`config.mk`:
```
export PLATFORM = sky130hd
export DESIGN_NAME = stack_hash_signature_table_flat
export DESIGN_NICKNAME = d
export VERILOG_FILES = /design/src/shst_pkg.sv /design/src/shst_if.sv /design/src/shst_hasher.sv /design/src/shst_cell.sv /design/src/stack_hash_signature_table.sv /design/src/flat_wrapper.sv
export SDC_FILE = /design/constraint.sdc
export NUM_CORES = 2
export LEC_CHECK = 0
export ABC_AREA = 0
export BUFFER_PORTS_ARGS = -buffer_cell sky130_fd_sc_hd__buf_2
export CAP_MARGIN = 20
export CORE_UTILIZATION = 62
export DETAILED_ROUTE_END_ITERATION = 6
export GPL_TIMING_DRIVEN = 0
export PLACE_DENSITY = 0.78
export SYNTH_ARGS = -nofsm -noshare
export SYNTH_HDL_FRONTEND = slang
export SYNTH_SLANG_ARGS = --single-unit
export TNS_END_PERCENT = 50
```
`constraint.sdc`:
```
create_clock -name clk -period 59.8 [get_ports clk]
set_input_delay 8.97 -clock clk [delete_from_list [all_inputs] [get_ports clk]]
set_output_delay 8.97 -clock clk [all_outputs]
set_load 0.02 [all_outputs]
```
`src/shst_pkg.sv`:
```
// Shared constants and types for the stack hash signature table.
// No dependencies; every other file imports this package.
package shst_pkg;

	localparam int unsigned TABLE_ENTRIES_DEFAULT = 32;
	localparam int unsigned MAX_FRAMES_DEFAULT    = 32;

	localparam int unsigned HASH_W    = 32;
	localparam logic [HASH_W-1:0] HASH_SEED = 32'hDEADC0DE;
	localparam int unsigned ROTATE_BY = 5;

	localparam logic OP_LOOKUP = 1'b0;
	localparam logic OP_RECORD = 1'b1;

	typedef struct packed {
		logic              valid;
		logic [HASH_W-1:0] hash;
		logic              hit;
	} qry_t;

	function automatic logic [HASH_W-1:0] rotl_hash(input logic [HASH_W-1:0] v);
		rotl_hash = {v[HASH_W-1-ROTATE_BY:0], v[HASH_W-1:HASH_W-ROTATE_BY]};
	endfunction

endpackage

```
`src/shst_if.sv`:
```
// Handshake channels for frame transactions in and result transactions out.
// Depends on shst_pkg for the hash width.
interface shst_in_if import shst_pkg::*; ();
	logic              valid;
	logic              ready;
	logic [HASH_W-1:0] frame_address;
	logic              frame_present;
	logic              last_frame;
	logic              operation;

	modport source (output valid, frame_address, frame_present, last_frame, operation,
		input ready);
	modport sink (input valid, frame_address, frame_present, last_frame, operation,
		output ready);
endinterface

interface shst_out_if import shst_pkg::*; ();
	logic              valid;
	logic              ready;
	logic [HASH_W-1:0] stack_hash;
	logic              is_known;
	logic              was_recorded;
	logic              table_full;
	logic              frames_dropped;

	modport source (output valid, stack_hash, is_known, was_recorded, table_full,
		frames_dropped, input ready);
	modport sink (input valid, stack_hash, is_known, was_recorded, table_full,
		frames_dropped, output ready);
endinterface

```
`src/shst_hasher.sv`:
```
// Running trace hash: xor-rotate-add per frame, frame counter, overflow flag.
// Depends on shst_pkg.
module shst_hasher import shst_pkg::*; #(
	parameter int unsigned MAX_FRAMES = MAX_FRAMES_DEFAULT
) (
	input  logic              clk,
	input  logic              arst_n,
	input  logic              accept,
	input  logic [HASH_W-1:0] frame_address,
	input  logic              frame_present,
	input  logic              last_frame,
	output logic [HASH_W-1:0] next_hash,
	output logic              next_overflow
);
	localparam int unsigned IDX_W = $clog2(MAX_FRAMES + 1);

	logic [HASH_W-1:0] hash_q;
	logic [IDX_W-1:0]  idx_q;
	logic              ovf_q;
	logic              take;

	assign take          = frame_present && (idx_q < IDX_W'(MAX_FRAMES));
	assign next_hash     = take ? rotl_hash(hash_q ^ frame_address) + HASH_W'(idx_q) : hash_q;
	assign next_overflow = ovf_q | (frame_present & ~take);

	always_ff @(posedge clk or negedge arst_n) begin
		if (!arst_n) begin
			hash_q <= HASH_SEED;
			idx_q  <= '0;
			ovf_q  <= 1'b0;
		end else if (accept) begin
			if (last_frame) begin
				hash_q <= HASH_SEED;
				idx_q  <= '0;
				ovf_q  <= 1'b0;
			end else begin
				hash_q <= next_hash;
				ovf_q  <= next_overflow;
				if (take) begin
					idx_q <= idx_q + IDX_W'(1);
				end
			end
		end
	end
endmodule

```
`src/shst_cell.sv`:
```
// One signature cell: holds one entry, shifts it to its neighbor on record,
// and passes the lookup query one cell per cycle with its running hit flag.
// Depends on shst_pkg.
module shst_cell import shst_pkg::*; #(
	parameter int unsigned CNT_W = 6,
	parameter int unsigned IDX   = 0
) (
	input  logic              clk,
	input  logic              arst_n,
	input  logic              shift_en,
	input  logic [HASH_W-1:0] shift_in,
	output logic [HASH_W-1:0] entry,
	input  logic [CNT_W-1:0]  count,
	input  qry_t              qry_in,
	output qry_t              qry_out
);
	logic [HASH_W-1:0] entry_q;
	logic              valid_q;
	logic [HASH_W-1:0] hash_q;
	logic              hit_q;
	logic              filled;

	assign filled = count > CNT_W'(IDX);
	assign entry  = entry_q;
	assign qry_out = '{valid: valid_q, hash: hash_q, hit: hit_q};

	always_ff @(posedge clk) begin
		if (shift_en) begin
			entry_q <= shift_in;
		end
		hash_q <= qry_in.hash;
		hit_q  <= qry_in.hit | (qry_in.valid & filled & (entry_q == qry_in.hash));
	end

	always_ff @(posedge clk or negedge arst_n) begin
		if (!arst_n) begin
			valid_q <= 1'b0;
		end else begin
			valid_q <= qry_in.valid;
		end
	end
endmodule

```
`src/stack_hash_signature_table.sv`:
```
// Stack hash signature table: hashes one frame transaction per cycle if ready.
// Frames not ending a trace are taken every cycle while no result is pending.
// A record's result is registered in the cycle after its last frame; a lookup
// walks the TABLE_ENTRIES cells, one cell per cycle, into the output register.
// One trace end is in flight at a time; input stalls until its result is taken.
// Reset empties the table and restarts the hash at its seed at once.
module stack_hash_signature_table import shst_pkg::*; #(
	parameter int unsigned TABLE_ENTRIES = TABLE_ENTRIES_DEFAULT,
	parameter int unsigned MAX_FRAMES    = MAX_FRAMES_DEFAULT
) (
	input  logic       clk,
	input  logic       arst_n,
	shst_in_if.sink    trace,
	shst_out_if.source verdict
);
	localparam int unsigned CNT_W = $clog2(TABLE_ENTRIES + 1);

	logic              accept;
	logic              end_trace;
	logic              has_room;
	logic              shift_en;
	logic [HASH_W-1:0] next_hash;
	logic              next_overflow;
	logic [CNT_W-1:0]  count_q;
	logic              pend_q;
	logic              drop_q;
	logic              out_valid_q;
	logic [HASH_W-1:0] out_hash_q;
	logic              out_known_q;
	logic              out_recorded_q;
	logic              out_full_q;
	logic              out_dropped_q;

	logic [HASH_W-1:0] entries [TABLE_ENTRIES];
	qry_t              qry     [TABLE_ENTRIES+1];

	assign trace.ready = ~pend_q;
	assign accept      = trace.valid & ~pend_q;
	assign end_trace   = accept & trace.last_frame;
	assign has_room    = count_q < CNT_W'(TABLE_ENTRIES);
	assign shift_en    = end_trace & (trace.operation == OP_RECORD) & has_room;

	assign qry[0] = '{valid: end_trace & (trace.operation == OP_LOOKUP),
		hash: next_hash, hit: 1'b0};

	shst_hasher #(.MAX_FRAMES(MAX_FRAMES)) u_hasher (
		.clk           (clk),
		.arst_n        (arst_n),
		.accept        (accept),
		.frame_address (trace.frame_address),
		.frame_present (trace.frame_present),
		.last_frame    (trace.last_frame),
		.next_hash     (next_hash),
		.next_overflow (next_overflow)
	);

	for (genvar k = 0; k < TABLE_ENTRIES; k++) begin : g_cell
		shst_cell #(.CNT_W(CNT_W), .IDX(k)) u_cell (
			.clk      (clk),
			.arst_n   (arst_n),
			.shift_en (shift_en),
			.shift_in ((k == 0) ? next_hash : entries[(k == 0) ? 0 : k-1]),
			.entry    (entries[k]),
			.count    (count_q),
			.qry_in   (qry[k]),
			.qry_out  (qry[k+1])
		);
	end

	assign verdict.valid          = out_valid_q;
	assign verdict.stack_hash     = out_hash_q;
	assign verdict.is_known       = out_known_q;
	assign verdict.was_recorded   = out_recorded_q;
	assign verdict.table_full     = out_full_q;
	assign verdict.frames_dropped = out_dropped_q;

	always_ff @(posedge clk) begin
		if (end_trace) begin
			drop_q <= next_overflow;
		end
		if (end_trace && trace.operation == OP_RECORD) begin
			out_hash_q     <= next_hash;
			out_known_q    <= 1'b0;
			out_recorded_q <= has_room;
			out_full_q     <= ~has_room;
			out_dropped_q  <= next_overflow;
		end else if (qry[TABLE_ENTRIES].valid) begin
			out_hash_q     <= qry[TABLE_ENTRIES].hash;
			out_known_q    <= qry[TABLE_ENTRIES].hit;
			out_recorded_q <= 1'b0;
			out_full_q     <= 1'b0;
			out_dropped_q  <= drop_q;
		end
	end

	always_ff @(posedge clk or negedge arst_n) begin
		if (!arst_n) begin
			count_q     <= '0;
			pend_q      <= 1'b0;
			out_valid_q <= 1'b0;
		end else begin
			if (shift_en) begin
				count_q <= count_q + CNT_W'(1);
			end
			if (end_trace) begin
				pend_q <= 1'b1;
			end else if (out_valid_q && verdict.ready) begin
				pend_q <= 1'b0;
			end
			if ((end_trace && trace.operation == OP_RECORD) || qry[TABLE_ENTRIES].valid) begin
				out_valid_q <= 1'b1;
			end else if (verdict.ready) begin
				out_valid_q <= 1'b0;
			end
		end
	end
endmodule

```
`src/flat_wrapper.sv`:
```
// flat-port wrapper written by rule: the top's interface ports become plain ports
module stack_hash_signature_table_flat import shst_pkg::*;
#(
	parameter int unsigned TABLE_ENTRIES = TABLE_ENTRIES_DEFAULT,
	parameter int unsigned MAX_FRAMES    = MAX_FRAMES_DEFAULT
)
  (clk, arst_n, trace_valid, trace_frame_address, trace_frame_present, trace_last_frame, trace_operation, trace_ready, verdict_valid, verdict_stack_hash, verdict_is_known, verdict_was_recorded, verdict_table_full, verdict_frames_dropped, verdict_ready);
  shst_in_if trace_i ();
  shst_out_if verdict_i ();
  input  logic clk;
  input  logic arst_n;
  input wire logic [$bits(trace_i.valid)-1:0] trace_valid;
  input wire logic [$bits(trace_i.frame_address)-1:0] trace_frame_address;
  input wire logic [$bits(trace_i.frame_present)-1:0] trace_frame_present;
  input wire logic [$bits(trace_i.last_frame)-1:0] trace_last_frame;
  input wire logic [$bits(trace_i.operation)-1:0] trace_operation;
  output wire logic [$bits(trace_i.ready)-1:0] trace_ready;
  output wire logic [$bits(verdict_i.valid)-1:0] verdict_valid;
  output wire logic [$bits(verdict_i.stack_hash)-1:0] verdict_stack_hash;
  output wire logic [$bits(verdict_i.is_known)-1:0] verdict_is_known;
  output wire logic [$bits(verdict_i.was_recorded)-1:0] verdict_was_recorded;
  output wire logic [$bits(verdict_i.table_full)-1:0] verdict_table_full;
  output wire logic [$bits(verdict_i.frames_dropped)-1:0] verdict_frames_dropped;
  input wire logic [$bits(verdict_i.ready)-1:0] verdict_ready;
  assign trace_i.valid = trace_valid;
  assign trace_i.frame_address = trace_frame_address;
  assign trace_i.frame_present = trace_frame_present;
  assign trace_i.last_frame = trace_last_frame;
  assign trace_i.operation = trace_operation;
  assign trace_ready = trace_i.ready;
  assign verdict_valid = verdict_i.valid;
  assign verdict_stack_hash = verdict_i.stack_hash;
  assign verdict_is_known = verdict_i.is_known;
  assign verdict_was_recorded = verdict_i.was_recorded;
  assign verdict_table_full = verdict_i.table_full;
  assign verdict_frames_dropped = verdict_i.frames_dropped;
  assign verdict_i.ready = verdict_ready;
  stack_hash_signature_table #(.TABLE_ENTRIES(TABLE_ENTRIES), .MAX_FRAMES(MAX_FRAMES)) u_core (.clk(clk), .arst_n(arst_n), .trace(trace_i), .verdict(verdict_i));
endmodule
```
==> impl_metrics.toml <==
[outcome]
outcome = "complete, no violations"

[setup_path]
startpoint_type = "input port"
endpoint_kind = "register"
rr_endpoint = "u_core.g_cell[0].u_cell.hit_q"
r2r_setup_slack_ps = 55260
reg2reg_from = "u_core.u_hasher.hash_q[31]"
crit_fanout = 6
critPathKind = "in2reg"
worstPathArrival_ps = 12940
crit_required_ps = 60510
r2r_cells = 11

[job]
cap_violations = 0

[synth]
ys.flop_type = "edfxtp_1"
synth_cell_types = 78
yosysWarnings = 0
synth_seq_area_share_pct = 78.5
synth.largest_area_cell = "edfxtp_1"
synthTopCellsByArea = "edfxtp_1 45%, dfxtp_1 30%, xor2_1 7.6%, xnor2_1 5.9%, dfrtp_1 2.1%"
synth.avg_cell_area_sq_um = 16.6
ys_ff_latch = 2196
mappedNetlistArea_sq_um = 70000
synth_top_area_share_pct = 45.4
syn_nets = 4267
async_flop_share_pct = 3.60
synth_edf_count = 1060
netlist_instances = 4217

[detailed_routing]
dr.pass1.iters = 5
via_count = 35200
drt_iter0_drc = 3830
viasPerCell = 5.67
ant_nets = 0
route.detailed.drc = 0
finalWirelength_microns = 164000
wire_per_inst_microns = 26.4

[pwr]
finalPower_mw = 4.10
pwr_density_cell_nw_per_um2 = 51.5
ir_drop_mv = 0.0359
leakage_nw = 28.8

[die]
core-area_sq_um = 111000
dieArea_sq_um = 114000
die_x_microns = 338
ioPinCount = 77
die_h_microns = 338
initial_core_util_pct = 62.9
rows = 122

[timing]
max-slew-margin-rel_pct = 16.2
setup_viol = 0
fin_setup_tns_ps = 0
period_minus_slack_ps = 12230
slew_viol_final = 0
clock.fmax_mhz = 81.8
holdWs_ps = 351
period_share_pct = 20.4
hold_violations = 0
grt_setup_unrepaired = "no"
fin_skew_ps = 30.6
max_slew.worst_pin.slew_ps = 1220

[clock_network]
postCtsSetupBuffers = 0
cts.clk_slew.worst_paths_ps = 70
cts_tree = "built"
cts_hold_buf = 0
clock_latency_ps = 800
clk_path_buf_depth = 3
cts_resized = 0
cts.sinks = 2196
htree_levels = 4
cts_buffers = 196
root_buffer = "clkbuf_16"

[final_layout]
area_delta_synth_final_pct = 13.7
fillers = 6630
drive_gt1_share_pct = 10.2
final_cell_area_sq_um = 79600
seq_area_sq_um = 55000
multi_input_area_sq_um = 14700
insertedDiodeCount = 0
final_nets = 4589

[global_routing]
grt_max_degree = 50
antenna_found_initial = 8
grt.overflow.total = 0
grt_pass1_vias = 36000
grt_pass1_wl_microns = 239000
grt_usage_pct = 28.7

[hold_path]
worstHoldPathType = "reg2reg"
hold_end = "u_core.g_cell[19].u_cell.hash_q[0]"
hold_depth = 0
hp-start = "u_core.g_cell[18].u_cell.hash_q[0]"

[placement]
gp_congestion = 0.902
place_hpwl_microns = 119000
numPortBuffers = 76
placed_area_sq_um = 73100
==> worst max path at each step <==
stage | startpoint | end | slack, ps
3_5_place_dp | trace_frame_address[31] | u_core.g_cell[0].u_cell.hit_q | 46370
2_1_floorplan | trace_valid | u_core.count_q[4] | 3740
5_1_grt | trace_frame_address[27] | u_core.g_cell[0].u_cell.hit_q | 47460
4_1_cts | trace_frame_address[31] | u_core.g_cell[0].u_cell.hit_q | 47220
6_report | trace_frame_address[31] | u_core.g_cell[0].u_cell.hit_q | 47570
3_3_place_gp | trace_valid | u_core.count_q[4] | -17070
==> Yosys cell counts, types with 19 or more instances <==
master and instances:
edfxtp_1 1060, dfxtp_1 1057, xor2_1 609, xnor2_1 475, nor4_1 161, nand2_1 127
nand4_1 127, nor2_1 72, dfrtp_1 60, o21ai_0 59, a21oi_1 43, nor3_1 40
inv_1 39, clkbuf_1 28, nand3_1 22, a41o_1 21, dfstp_2 19
==> critical path: stages <==
cell,delay [ps]
buf_2,110
xor2_1,460
ha_1,410
a211oi_1,520
a2111oi_0,250
a211oi_2,730
inv_2,110
xnor2_1,200
o21ai_1,110
a221o_1,270
or4_4,520
nor4_2,270
==> layer usage <==
metal	GRT usage, %	vias to the layer above	share of wire [%]
li1	-	15700	-
met4	7.33	2	2.0
met5	0	-	0.0079
met1	39.7	18100	42
met3	4.98	212	6.9
met2	47.4	1192	49
==> cell type report <==
| class | count | share of cell area, % |
|---|---|---|
| inverters | 41 | 0.193 |
| well taps | 1488 | 2.34 |
| flip-flops and latches | 2196 | 69.1 |
| plain buffers | 38 | 0.212 |
| clock inverters | 85 | 0.987 |
| clock buffers | 285 | 7.13 |
| multi-input cells | 1942 | 18.5 |
| repair buffers | 124 | 1.56 |
==> state kept, by name, summed over array words and instances, names as in the netlist, 6 cells and up <==
name and flops:
u_core.g_cell.u_cell.hash_q 1024, u_core.u_hasher.idx_q 6, u_core.g_cell.u_cell.hit_q 32, u_core.count_q 6
u_core.verdict.stack_hash 32, u_core.u_hasher.hash_q 32, u_core.g_cell.u_cell.entry 1024, u_core.g_cell.u_cell.valid_q 32
==> power breakdown <==
part	internal (mW)	total, mW	switching [mW]
clock network	0.705	1.25	0.542
logic	0.243	0.595	0.352
registers	1.95	2.26	0.307
total	2.90	4.10	1.20
==> cells in the final DEF (no fill, tap or decap), types with 6 or more instances in the layout <==
master,synthesis,final
o22a_1,10,10
dfstp_2,19,19
a2111oi_0,6,6
a21o_1,6,6
clkbuf_16,0,203
nor3_1,40,40
clkbuf_1,28,81
buf_12,0,31
nor2_1,72,71
clkinv_2,0,39
nor4_1,161,161
buf_4,4,13
dfrtp_1,60,60
a31oi_1,6,6
bufinv_16,0,10
xor2_1,609,609
clkinvlp_4,0,6
a21oi_1,43,43
clkinv_1,0,15
nand2_1,127,127
o2111ai_1,9,9
o21ai_0,59,59
nand3_1,22,22
a41o_1,21,21
edfxtp_1,1060,1060
nand4_1,127,127
dfxtp_1,1057,1057
inv_1,39,39
buf_2,3,81
clkbuf_8,0,29
ha_1,10,10
buf_16,0,6
or4_1,9,9
xnor2_1,475,475
nand2b_1,10,10
o211ai_1,7,7
==> cells by family after synthesis <==
group / after synthesis / share of synthesized area, %
compound gates: 229 / 2.26
mux: 5 / 0.0732
fa+ha+maj: 11 / 0.207
xor+xnor: 1091 / 13.7
simple gates: 606 / 4.74
flops: 2196 / 78.5
buf+inv: 79 / 0.461
==> metrics by stage <==
| step | std cells | setup slack [ps] | utilization (%) |
|---|---|---|---|
| finish | 6199 | 47570 | 71.6 |
| global route | 6199 | 47460 | 71.6 |
| CTS | 6196 | 47220 | 71.5 |
| detailed placement | 5826 | 46370 | 65.7 |
| global placement | 5781 | -17070 | 65.0 |
| floorplan | 4217 | 3740 | - |
No activity file was read; power rests on OpenSTA's default activity.
